==> config.mk <==
export PLATFORM = sky130hd
export DESIGN_NAME = telnet_input_line_editor
export DESIGN_NICKNAME = d
export VERILOG_FILES = /design/src/rtl/lie_pkg.sv /design/src/rtl/telnet_input_line_editor.sv /design/src/rtl/lie_ram.sv /design/src/rtl/lie_datapath.sv /design/src/rtl/lie_ctrl.sv
export VERILOG_INCLUDE_DIRS = /design/src /design/src/rtl
export SDC_FILE = /design/constraint.sdc
export NUM_CORES = 1
export LEC_CHECK = 0
export ABC_AREA = 0
export BUFFER_PORTS_ARGS = -buffer_cell sky130_fd_sc_hd__buf_4
export CORE_MARGIN = 4
export CORE_UTILIZATION = 60
export DETAILED_ROUTE_END_ITERATION = 6
export GPL_TIMING_DRIVEN = 0
export PLACE_DENSITY = 0.89
export SETUP_SLACK_MARGIN = 0.4
export SKIP_CTS_REPAIR_TIMING = 1
export SLEW_MARGIN = 0
export SYNTH_ARGS = -nofsm -noshare
export SYNTH_HDL_FRONTEND = slang
export SYNTH_HIERARCHICAL = 1
export SYNTH_SLANG_ARGS = --single-unit
==> constraint.sdc <==
create_clock -name i_clk -period 8.2 [get_ports i_clk]
set_input_delay 1.64 -clock i_clk [delete_from_list [all_inputs] [get_ports i_clk]]
set_output_delay 1.64 -clock i_clk [all_outputs]
set_load 0.03 [all_outputs]
==> src/rtl/assert_macros.svh <==
// Assertion macros of the telnet input line editor, used by its datapath.
`ifndef ASSERT_MACROS_SVH
`define ASSERT_MACROS_SVH

// Same-cycle implication, disabled during reset.
`define LIE_ASSERT_IMP(lbl, clk, rst_n, ante, cons) \
    lbl: assert property (@(posedge clk) disable iff (!rst_n) (ante) |-> (cons)) \
        else $error("line editor assertion failed");

// Next-cycle implication, disabled during reset.
`define LIE_ASSERT_NXT(lbl, clk, rst_n, ante, cons) \
    lbl: assert property (@(posedge clk) disable iff (!rst_n) (ante) |=> (cons)) \
        else $error("line editor assertion failed");

`endif

==> src/rtl/lie_pkg.sv <==
// Types, codes and constants of the telnet input line editor.
package lie_pkg;

    localparam int LINE_BYTES_DEF = 32;

    localparam logic [7:0] TEL_IAC    = 8'hFF;
    localparam logic [7:0] TEL_WILL   = 8'hFB;
    localparam logic [7:0] TEL_DONT   = 8'hFE;
    localparam logic [7:0] TEL_SB     = 8'hFA;
    localparam logic [7:0] TEL_SE     = 8'hF0;
    localparam logic [7:0] KEY_NUL    = 8'h00;
    localparam logic [7:0] KEY_CTRL_C = 8'h03;
    localparam logic [7:0] KEY_CTRL_D = 8'h04;
    localparam logic [7:0] KEY_BS     = 8'h08;
    localparam logic [7:0] KEY_LF     = 8'h0A;
    localparam logic [7:0] KEY_CR     = 8'h0D;
    localparam logic [7:0] KEY_SPACE  = 8'h20;
    localparam logic [7:0] KEY_C      = 8'h43;
    localparam logic [7:0] KEY_CARET  = 8'h5E;
    localparam logic [7:0] KEY_DEL    = 8'h7F;

    localparam logic DEST_CLIENT  = 1'b0;
    localparam logic DEST_COMMAND = 1'b1;

    typedef enum logic [2:0] {
        MODE_DATA,
        MODE_CMD,
        MODE_OPTION,
        MODE_SUBNEG,
        MODE_SUBNEG_CMD
    } t_lie_mode;

    typedef enum logic [2:0] {
        KIND_NONE,
        KIND_ECHO,
        KIND_ERASE,
        KIND_INTR,
        KIND_EOF,
        KIND_SUBMIT
    } t_lie_kind;

    typedef enum logic [1:0] {
        ST_IDLE,
        ST_DECODE,
        ST_EMIT
    } t_lie_state;

    typedef struct packed {
        logic load;
        logic commit;
        logic emit;
    } t_lie_cmd;

    typedef struct packed {
        logic has_results;
        logic can_emit;
        logic at_last;
    } t_lie_sts;

endpackage

==> src/rtl/telnet_input_line_editor.sv <==
// Top level of the telnet input line editor: controller and datapath.
//
// Input stream: one raw byte from the telnet client per transaction on
// s_axis. Telnet commands (IAC verb option, IAC cmd, IAC SB ... IAC SE)
// are stripped; the rest drives a line editor with a LINE_BYTES store.
// Output stream: one result byte per transaction on m_axis; tuser[0] picks
// the destination (0 echo to client, 1 command input), tuser[1] flags the
// Ctrl-D end-of-file result, tlast marks the final result of an input byte.
// Timing: a byte is taken, decoded in the next cycle, and its n results
// leave the output register one per cycle while the receiver does not stall.
// A line submit gives up to LINE_BYTES + 2 results. A byte with no result
// goes back to the accept state after decode and puts nothing out.
// Reset (i_rst_n low, synchronous) returns the parser to data mode, empties
// the line and drops any pending result.
// A stalled receiver holds the output register; emission pauses and no new
// byte is taken until the current byte's results are all in the register.
module telnet_input_line_editor
    import lie_pkg::*;
#(
    parameter int LINE_BYTES = LINE_BYTES_DEF
) (
    input  logic       i_clk,
    input  logic       i_rst_n,
    input  logic       s_axis_tvalid,
    output logic       s_axis_tready,
    input  logic [7:0] s_axis_tdata,   // [7:0] rx_byte
    output logic       m_axis_tvalid,
    input  logic       m_axis_tready,
    output logic [7:0] m_axis_tdata,   // [7:0] data_byte
    output logic       m_axis_tlast,
    output logic [1:0] m_axis_tuser    // [0] destination, [1] session_end
);

    t_lie_cmd cmd;
    t_lie_sts sts;

    lie_ctrl u_ctrl (
        .i_clk     (i_clk),
        .i_rst_n   (i_rst_n),
        .i_s_tvalid(s_axis_tvalid),
        .i_sts     (sts),
        .o_s_tready(s_axis_tready),
        .o_cmd     (cmd)
    );

    lie_datapath #(
        .LINE_BYTES(LINE_BYTES)
    ) u_datapath (
        .i_clk     (i_clk),
        .i_rst_n   (i_rst_n),
        .i_s_tdata (s_axis_tdata),
        .i_m_tready(m_axis_tready),
        .i_cmd     (cmd),
        .o_sts     (sts),
        .o_m_tvalid(m_axis_tvalid),
        .o_m_tdata (m_axis_tdata),
        .o_m_tlast (m_axis_tlast),
        .o_m_tuser (m_axis_tuser)
    );

endmodule

==> src/rtl/lie_ram.sv <==
// Generic single-write, single-read RAM with registered read data.
module lie_ram
    import lie_pkg::*;
#(
    parameter int WIDTH = 8,
    parameter int DEPTH = LINE_BYTES_DEF
) (
    input  logic                     i_clk,
    input  logic                     i_we,
    input  logic [$clog2(DEPTH)-1:0] i_waddr,
    input  logic [WIDTH-1:0]         i_wdata,
    input  logic                     i_re,
    input  logic [$clog2(DEPTH)-1:0] i_raddr,
    output logic [WIDTH-1:0]         o_rdata
);

    logic [WIDTH-1:0] r_mem [DEPTH];
    logic [WIDTH-1:0] r_rdata;

    always_ff @(posedge i_clk) begin
        if (i_we) begin
            r_mem[i_waddr] <= i_wdata;
        end
        if (i_re) begin
            r_rdata <= r_mem[i_raddr];
        end
    end

    assign o_rdata = r_rdata;

endmodule

==> src/rtl/lie_datapath.sv <==
// Datapath: telnet parser state, line store, result sequencing and output register.
`include "assert_macros.svh"
module lie_datapath
    import lie_pkg::*;
#(
    parameter int LINE_BYTES = LINE_BYTES_DEF
) (
    input  logic       i_clk,
    input  logic       i_rst_n,
    input  logic [7:0] i_s_tdata,
    input  logic       i_m_tready,
    input  t_lie_cmd   i_cmd,
    output t_lie_sts   o_sts,
    output logic       o_m_tvalid,
    output logic [7:0] o_m_tdata,
    output logic       o_m_tlast,
    output logic [1:0] o_m_tuser
);

    localparam int LW = $clog2(LINE_BYTES);
    localparam int CW = $clog2(LINE_BYTES + 3);

    logic [7:0]    r_byte;
    t_lie_mode     r_mode;
    logic          r_swallow;
    logic [LW-1:0] r_len;
    t_lie_kind     r_kind;
    logic [CW-1:0] r_seq_len;
    logic [CW-1:0] r_cnt;
    logic          r_out_valid;
    logic [7:0]    r_out_data;
    logic          r_out_dest;
    logic          r_out_end;
    logic          r_out_last;

    t_lie_mode     n_mode;
    logic          n_swallow;
    logic [LW-1:0] n_len;
    t_lie_kind     d_kind;
    logic [CW-1:0] d_seq_len;
    logic          to_editor;
    logic          skip;

    logic [7:0]    e_data;
    logic          e_dest;
    logic          e_end;
    logic          at_last;
    logic          can_emit;
    logic [CW-1:0] rd_idx;
    logic [7:0]    ram_rdata;

    always_comb begin
        n_mode    = r_mode;
        to_editor = 1'b0;
        unique case (r_mode)
            MODE_CMD: begin
                if (r_byte == TEL_IAC) begin
                    to_editor = 1'b1;
                    n_mode    = MODE_DATA;
                end else if (r_byte >= TEL_WILL && r_byte <= TEL_DONT) begin
                    n_mode = MODE_OPTION;
                end else if (r_byte == TEL_SB) begin
                    n_mode = MODE_SUBNEG;
                end else begin
                    n_mode = MODE_DATA;
                end
            end
            MODE_OPTION: begin
                n_mode = MODE_DATA;
            end
            MODE_SUBNEG: begin
                if (r_byte == TEL_IAC) begin
                    n_mode = MODE_SUBNEG_CMD;
                end
            end
            MODE_SUBNEG_CMD: begin
                n_mode = (r_byte == TEL_SE) ? MODE_DATA : MODE_SUBNEG;
            end
            default: begin
                if (r_byte == TEL_IAC) begin
                    n_mode = MODE_CMD;
                end else begin
                    n_mode    = MODE_DATA;
                    to_editor = 1'b1;
                end
            end
        endcase

        d_kind    = KIND_NONE;
        n_swallow = r_swallow;
        n_len     = r_len;
        skip      = 1'b0;
        if (to_editor) begin
            if (r_swallow) begin
                n_swallow = 1'b0;
                skip      = (r_byte == KEY_LF) || (r_byte == KEY_NUL);
            end
            if (!skip) begin
                priority if (r_byte == KEY_CR) begin
                    n_swallow = 1'b1;
                    d_kind    = KIND_SUBMIT;
                    n_len     = '0;
                end else if (r_byte == KEY_LF) begin
                    d_kind = KIND_SUBMIT;
                    n_len  = '0;
                end else if (r_byte == KEY_BS || r_byte == KEY_DEL) begin
                    if (r_len != '0) begin
                        d_kind = KIND_ERASE;
                        n_len  = r_len - LW'(1);
                    end
                end else if (r_byte == KEY_CTRL_C) begin
                    d_kind = KIND_INTR;
                    n_len  = '0;
                end else if (r_byte == KEY_CTRL_D) begin
                    if (r_len == '0) begin
                        d_kind = KIND_EOF;
                    end
                end else if (r_byte >= KEY_SPACE && r_byte < KEY_DEL &&
                             r_len < LW'(LINE_BYTES - 1)) begin
                    d_kind = KIND_ECHO;
                    n_len  = r_len + LW'(1);
                end else begin
                    d_kind = KIND_NONE;
                end
            end
        end

        unique case (d_kind)
            KIND_ERASE:  d_seq_len = CW'(3);
            KIND_INTR:   d_seq_len = CW'(5);
            KIND_SUBMIT: d_seq_len = CW'(r_len) + CW'(3);
            default:     d_seq_len = CW'(1);
        endcase
    end

    always_comb begin
        e_data = r_byte;
        e_dest = DEST_CLIENT;
        e_end  = 1'b0;
        unique case (r_kind)
            KIND_ERASE: begin
                e_data = (r_cnt == CW'(1)) ? KEY_SPACE : KEY_BS;
            end
            KIND_INTR: begin
                priority if (r_cnt == CW'(0)) begin
                    e_data = KEY_CARET;
                end else if (r_cnt == CW'(1)) begin
                    e_data = KEY_C;
                end else if (r_cnt == CW'(2)) begin
                    e_data = KEY_CR;
                end else if (r_cnt == CW'(3)) begin
                    e_data = KEY_LF;
                end else begin
                    e_data = KEY_CTRL_C;
                    e_dest = DEST_COMMAND;
                end
            end
            KIND_EOF: begin
                e_data = KEY_CTRL_D;
                e_dest = DEST_COMMAND;
                e_end  = 1'b1;
            end
            KIND_SUBMIT: begin
                priority if (r_cnt == CW'(0)) begin
                    e_data = KEY_CR;
                end else if (r_cnt == CW'(1)) begin
                    e_data = KEY_LF;
                end else if (at_last) begin
                    e_data = KEY_LF;
                    e_dest = DEST_COMMAND;
                end else begin
                    e_data = ram_rdata;
                    e_dest = DEST_COMMAND;
                end
            end
            default: begin
                e_data = r_byte;
            end
        endcase
    end

    assign at_last  = (r_cnt == r_seq_len - CW'(1));
    assign can_emit = !r_out_valid || i_m_tready;
    assign rd_idx   = r_cnt - CW'(1);

    lie_ram #(
        .WIDTH(8),
        .DEPTH(LINE_BYTES)
    ) u_line_store (
        .i_clk  (i_clk),
        .i_we   (i_cmd.commit && d_kind == KIND_ECHO),
        .i_waddr(r_len),
        .i_wdata(r_byte),
        .i_re   (i_cmd.emit),
        .i_raddr(rd_idx[LW-1:0]),
        .o_rdata(ram_rdata)
    );

    always_ff @(posedge i_clk) begin
        if (!i_rst_n) begin
            r_mode      <= MODE_DATA;
            r_swallow   <= 1'b0;
            r_len       <= '0;
            r_kind      <= KIND_NONE;
            r_out_valid <= 1'b0;
        end else begin
            if (i_cmd.commit) begin
                r_mode    <= n_mode;
                r_swallow <= n_swallow;
                r_len     <= n_len;
                r_kind    <= d_kind;
            end
            if (i_cmd.emit) begin
                r_out_valid <= 1'b1;
            end else if (i_m_tready) begin
                r_out_valid <= 1'b0;
            end
        end
    end

    always_ff @(posedge i_clk) begin
        if (i_cmd.load) begin
            r_byte <= i_s_tdata;
        end
        if (i_cmd.commit) begin
            r_seq_len <= d_seq_len;
            r_cnt     <= '0;
        end else if (i_cmd.emit) begin
            r_cnt <= r_cnt + CW'(1);
        end
        if (i_cmd.emit) begin
            r_out_data <= e_data;
            r_out_dest <= e_dest;
            r_out_end  <= e_end;
            r_out_last <= at_last;
        end
    end

    assign o_sts.has_results = (d_kind != KIND_NONE);
    assign o_sts.can_emit    = can_emit;
    assign o_sts.at_last     = at_last;

    assign o_m_tvalid = r_out_valid;
    assign o_m_tdata  = r_out_data;
    assign o_m_tlast  = r_out_last;
    assign o_m_tuser  = {r_out_end, r_out_dest};

    `LIE_ASSERT_IMP(a_emit_has_room, i_clk, i_rst_n, i_cmd.emit, can_emit)
    `LIE_ASSERT_NXT(a_submit_clears, i_clk, i_rst_n,
                    i_cmd.commit && d_kind == KIND_SUBMIT, r_len == '0)
    `LIE_ASSERT_NXT(a_last_marked, i_clk, i_rst_n,
                    i_cmd.emit && at_last, r_out_valid && r_out_last)

endmodule

==> src/rtl/lie_ctrl.sv <==
// Controller: sequences accept, decode and result emission for each input byte.
module lie_ctrl
    import lie_pkg::*;
(
    input  logic     i_clk,
    input  logic     i_rst_n,
    input  logic     i_s_tvalid,
    input  t_lie_sts i_sts,
    output logic     o_s_tready,
    output t_lie_cmd o_cmd
);

    t_lie_state r_state;
    t_lie_state n_state;

    always_ff @(posedge i_clk) begin
        if (!i_rst_n) begin
            r_state <= ST_IDLE;
        end else begin
            r_state <= n_state;
        end
    end

    always_comb begin
        n_state    = r_state;
        o_s_tready = 1'b0;
        o_cmd      = '0;
        unique case (r_state)
            ST_IDLE: begin
                o_s_tready = 1'b1;
                if (i_s_tvalid) begin
                    o_cmd.load = 1'b1;
                    n_state    = ST_DECODE;
                end
            end
            ST_DECODE: begin
                o_cmd.commit = 1'b1;
                n_state      = i_sts.has_results ? ST_EMIT : ST_IDLE;
            end
            ST_EMIT: begin
                if (i_sts.can_emit) begin
                    o_cmd.emit = 1'b1;
                    if (i_sts.at_last) begin
                        n_state = ST_IDLE;
                    end
                end
            end
            default: begin
                n_state = ST_IDLE;
            end
        endcase
    end

endmodule
==> Yosys cells after proc, flatten, opt, wreduce, memory -nomap -nowiden <==
Memory sizes are Yosys's and may differ from the RTL's. A register that Yosys moved wholly into a read port is not among the register bits.
Index checks and enable logic that the tools add are counted.
{ "word_totals": {"ff_bits": 46, "mem_bits_rw": 256, "in_bits": 12, "out_inout_bits": 13, "word_cells": 144, "memories": 1} }
{ "mem_list": {"columns": ["memory", "depth", "width", "read_ports", "rd_clocked_by_memory_dff", "write_ports", "line", "rtl"], "rows": [
  ["u_datapath.u_line_store.r_mem", 32, 8, 1, 1, 1, "lie_ram.sv:17", "logic [WIDTH-1:0] r_mem [DEPTH];"]
]} }
{ "classes": {"add_sub_neg": 6, "n_lt_le_gt_ge": 5, "eq_ne": 33, "n_mux": 64, "bitwise_logic": 1, "n_reduce_logical": 21} }
{ "op_table": {"columns": ["cell", "count"], "rows": [
  ["$mux W8", 6],
  ["$mux W5", 7],
  ["$mux W3", 11],
  ["$pmux W8 S4", 1],
  ["$mux W1", 25],
  ["$eq A8 B4 Y1 const B", 3],
  ["$eq A8 B8 Y1 const B", 3],
  ["$eq A3 B2 Y1 const B", 6],
  ["$pmux W6 S3", 1],
  ["$mux W2", 7],
  ["$eq A3 B3 Y1 const B", 4],
  ["$eq A6 B2 Y1 const B", 2],
  ["$pmux W3 S4", 1],
  ["$reduce_bool A5 Y1", 2],
  ["$sub A5 B1 Y5 const B", 2],
  ["$eq A8 B2 Y1 const B", 1],
  ["$eq A8 B3 Y1 const B", 1],
  ["$eq A8 B7 Y1 const B", 1],
  ["$ge A8 B6 Y1 const B", 1],
  ["$ge A8 B8 Y1 const B", 1],
  ["$le A8 B8 Y1 const B", 1],
  ["$logic_not A8 Y1", 1],
  ["$lt A8 B7 Y1 const B", 1],
  ["$add A5 B2 Y6 const B", 1],
  ["other kinds (31)", 40]
]} }

==> Logic depth before layout (Yosys ltp) <==
{ "logic_depth": {"ltp_word": 15, "mapped_depth": 12} }

==> Cells and area by module <==
The synthesis kept the hierarchy.
{ "by_module_without_submodules": {"columns": ["module", "instances", "cells_each", "area_per_inst_um2", "seq_area_each_um2"], "rows": [
  ["lie_ram", 1, 417, 10133.5, 7927.6],
  ["lie_datapath", 1, 323, 2909.0, 1131.1],
  ["lie_ctrl", 1, 12, 106.4, 40.0]
]} }

==> Worst setup path before layout <==
Ideal clock, no wire load.
{ "synth_path": {"path_kind": "input-to-reg", "startpoint": "in m_axis_tready", "endpoint": "reg u_datapath.r_cnt[5]", "t_arrival_ns": 3.689, "required_time_ns": 8.130, "path_slack_ns": 4.441, "stages": 8, "n_path_buf": 2, "cell_sequence": "nand2b_1 > buf_4 > nand2_1 > nor2_1 > clkbuf_1 > nand4_1 > or3_1 > a21oi_1"} }
{ "synth_lines": {"columns": ["element", "line", "rtl"], "rows": [
  ["from (decl)", "telnet_input_line_editor.sv:28", "input logic m_axis_tready,"],
  ["to (signal assigned)", "lie_datapath.sv:229", "r_cnt <= r_cnt + CW'(1);"],
  ["to (decl)", "lie_datapath.sv:29", "logic [CW-1:0] r_cnt;"]
]} }

==> Worst setup path after layout <==
{ "layout_path": {"startpoint": "reg u_datapath.r_byte[0]", "endpoint": "mem u_datapath.u_line_store.r_mem[12][7], enable pin"} }
{ "layout_between": {"elab_chain_cells": 15, "word_cells_on_any_way": 31} }
{ "layout_lines": {"columns": ["element", "line", "rtl"], "rows": [
  ["from (decl)", "lie_datapath.sv:23", "logic [7:0] r_byte;"],
  ["from (signal assigned)", "lie_datapath.sv:223", "r_byte <= i_s_tdata;"],
  ["$ge A8 B6 Y1 or $lt A8 B7 Y1 (tied branches)", "lie_datapath.sv:118", "end else if (r_byte >= KEY_SPACE && r_byte < KEY_DEL &&"],
  ["$logic_and A1 B1 Y1 (2 in series)", "lie_datapath.sv:118", null],
  ["$mux W1", "lie_datapath.sv:118", null],
  ["$mux W3", "lie_datapath.sv:114", "end else if (r_byte == KEY_CTRL_D) begin"],
  ["$mux W3", "lie_datapath.sv:111", "end else if (r_byte == KEY_CTRL_C) begin"],
  ["$mux W3", "lie_datapath.sv:106", "end else if (r_byte == KEY_BS || r_byte == KEY_DEL) begin"],
  ["$mux W3", "lie_datapath.sv:103", "end else if (r_byte == KEY_LF) begin"],
  ["$mux W3", "lie_datapath.sv:99", "priority if (r_byte == KEY_CR) begin"],
  ["$mux W3", "lie_datapath.sv:98", "if (!skip) begin"],
  ["$mux W3 (*)", "lie_datapath.sv:93", "if (to_editor) begin"],
  ["$eq A3 B1 Y1 (*)", "lie_datapath.sv:191", ".i_we (i_cmd.commit && d_kind == KIND_ECHO),"],
  ["$logic_and A1 B1 Y1 (*)", "lie_datapath.sv:191", null],
  ["$mux W1 (*)", "lie_ram.sv:21", "if (i_we) begin"],
  ["$mux W1 (implied by the code) (*)", "lie_ram.sv:22", "r_mem[i_waddr] <= i_wdata;"],
  ["to (decl)", "lie_ram.sv:17", null]
]} }
Mark *: on every way between the ends. The rest lies on a longest branch, timed or not. The select of a mux whose other input is x is not followed.

==> metrics <==
RSZ-0062 raised after global routing false; initial detailed-routing violation count ~900; Final nets ~830; initial antenna violation count 0; Critical Path AT ~5.2 ns; CTS tree yes; via/cell ratio 6.59; grt total ovfl 0; I/O pins 25; die width 156 um; most used flip-flop cell after synthesis edfxtp_1; die height 156 um; final setup vio count 0; Core Region approximately 0.021 mm2; Max Cap Violations 0; Synth area leader edfxtp_1; WL per Instance about 25 um; P_leak roughly 4.8 nW; FFs w/ async S/R, synth 0; Fin. Hold Viols 0; share of cells above drive strength 1 0.240; peak supply drop roughly 0.00017 V; kind of critical path flop to flop; Mean Syn Cell Area about 17 um2; gr usage total 0.237; Initial Utilization 0.618; Post-Syn Nets 774; PD cells roughly 250 mW/mm2; FP Rows between 50 and 60; Worst-path clk slew roughly 0.060 ns; Req. time, crit path about 8.4 ns; Tightest Hold Check Type flop to flop; PortBufs 24; final instance area around 0.015 mm2; Post-synth EDFFs 289; fillers about 1300; first-pass GRT wire length 43.5 mm; Synthesis Warnings 6; Placer Congestion a little under 0.9; n_diodes 0; area of the multi-input gates approximately 0.0038 mm2; synthesis-stage register bit count 310; Post-Route WL about 28 mm; number of global-route vias before repair roughly 7000; clk buf depth 3; clk sinks 310; DPL Wire Length approximately 18 mm; nature of the critical path startpoint flop; Yosys top cell area share 0.660; number of distinct library cells after synthesis between 60 and 70; Synth area leaders edfxtp_1 66%, mux4_2 14%, dfxtp_1 3.2%, nor2_1 1.9%, ha_1 0.95%; outcome completed; H-Tree Depth 1; Layout Utilization 0.690; final worst-path cycle share 0.611; FMAX 200 MHz; Remaining DRCs 0; placed cell areas 0.0137 mm2; root buffer cell clkbuf_16; vias roughly 7300; synthesized instance count 752; post-layout min period 5.01 ns; CP Capture Type flop; largest net degree at the start of global routing 39; fin. max-slew vios 0; Post-Synthesis Cell Area 0.0131 mm2; Setup Skew 0.0431 ns; Hold Slack approximately 0.52 ns; Slew Limit Headroom 0.0733; Storage cell area around 0.009 mm2; post-route ant nets 0; 1st-pass router iterations 6; clock buffer count from CTS 30; sequential area share after synthesis 0.692; final setup TNS 0 ns; Die Area between 0.02 and 0.025 mm2; Area growth, synth to finish 11.6%; worst-path fanout max 35; worst-margin pin slew 1.39 ns; Worst-Skew Late Latency between 0.5 and 0.6 ns
sequential cells by signal (all words and copies together), names as in the netlist, 2 cells and up:
signal                           count
u_datapath/u_line_store/o_rdata      8
u_datapath/u_line_store/r_mem      256
u_datapath/o_m_tdata                 8
u_ctrl/r_state                       2
u_datapath/r_mode                    3
u_datapath/r_byte                    8
u_datapath/r_len                     5
u_datapath/r_seq_len                 6
u_datapath/r_cnt                     6
u_datapath/r_kind                    3
stage by stage:
| step | total power [W] | cells | worst slack, ns |
|---|---|---|---|
| after floorplan | 0.00226 | 752 | 4.44 |
| after global placement | 0.00242 | 1051 | 3.41 |
| after detailed placement | 0.00244 | 1052 | 3.23 |
| after CTS | 0.00375 | 1106 | 3.12 |
| after global routing | 0.00386 | 1108 | 2.82 |
| final | 0.00373 | 1108 | 3.19 |
metal layers:
layer | vias to the layer above | share of wire | global-route usage
met5 | - | 0 | 0
met2 | 455 | 0.49 | 0.385
li1 | 3091 | - | -
met1 | 3700 | 0.38 | 0.333
met3 | 57 | 0.11 | 0.0524
met4 | 0 | 0.025 | 0.0609
kinds of logic after synthesis:
group | share of synthesized area
adders and majority gates | 0.00952
AOI/OAI and AO/OA | 0.0380
xor gates and xnor gates | 0.0147
and+or+nand+nor | 0.0784
DFF | 0.692
muxes | 0.146
buffers and inverters | 0.0212
path summary, 6_finish.rpt:
check | start | endpoint | slack, ns | depth (start not counted)
worst min register to register | u_datapath/o_m_tvalid$_SDFFE_PN0P_ | u_datapath/o_m_tvalid$_SDFFE_PN0P_ | 0.52 | 2
worst max-delay path | u_datapath/r_byte[0]$_DFFE_PP_ | u_datapath/u_line_store/r_mem[12][7]$_DFFE_PP_ | 3.19 | 10
worst max register to register | u_datapath/r_byte[0]$_DFFE_PP_ | u_datapath/u_line_store/r_mem[12][7]$_DFFE_PP_ | 3.19 | 10
worst min-delay path | u_datapath/o_m_tvalid$_SDFFE_PN0P_ | u_datapath/o_m_tvalid$_SDFFE_PN0P_ | 0.52 | 2
power breakdown:
group          total [W]  switching, W  internal, W
logic           0.000633      0.000323     0.000310
clock network    0.00131      0.000572     0.000738
registers        0.00179     0.0000338      0.00176
total            0.00373      0.000929      0.00281
Yosys cell counts (3+ instances only):
library cell and instances:
a21oi_1 16, a31oi_1 5, a32o_1 3, and2_1 5, buf_1 5, buf_2 6
buf_4 11, clkbuf_1 15, dfxtp_1 21, edfxtp_1 289, ha_1 10, inv_1 19
mux2_2 9, mux4_2 80, nand2_1 33, nand2b_1 5, nand3_1 14, nand3b_1 9
nand4_1 6, nor2_1 67, nor2b_1 4, nor3_1 5, nor4_1 3, o21a_1 8
o21ai_0 17, o311ai_0 3, or3_1 4, or3b_2 3, or4b_1 3, xnor2_1 11
xor2_1 11
cells in the final DEF (no fill, tap or decap), types with 6 or more instances in the layout:
cell type,netlist,final
clkbuf_16,0,30
clkbuf_1,15,20
clkinv_1,1,7
nand4_1,6,6
inv_1,19,19
a21oi_1,16,16
nand2_1,33,33
buf_4,11,35
nor2_1,67,66
mux2_2,9,9
nand3_1,14,14
xor2_1,11,11
dfxtp_1,21,21
o21ai_0,17,17
buf_2,6,6
ha_1,10,10
edfxtp_1,289,289
o21a_1,8,8
xnor2_1,11,11
mux4_2,80,80
nand3b_1,9,9
cell type report:
class | count | share of cell area
well taps | 275 | 0.0234
clock inverters | 19 | 0.0121
flip-flops and latches | 310 | 0.620
repair buffers | 27 | 0.0162
plain buffers | 39 | 0.0139
clock buffers | 35 | 0.0524
inverters | 20 | 0.00511
multi-input cells | 383 | 0.257
critical path, stage by stage, from the launching register on:
cell and delay [ns]:
edfxtp_1 1.17, buf_2 0.40, nor2_1 0.09, and4_1 0.23
a211oi_4 0.33, a21boi_0 0.43, nand2_1 0.15, nor2_1 0.29
or3b_2 0.48, clkbuf_1 0.28, nor2_1 0.74
No activity file was read; power rests on OpenSTA's default activity.
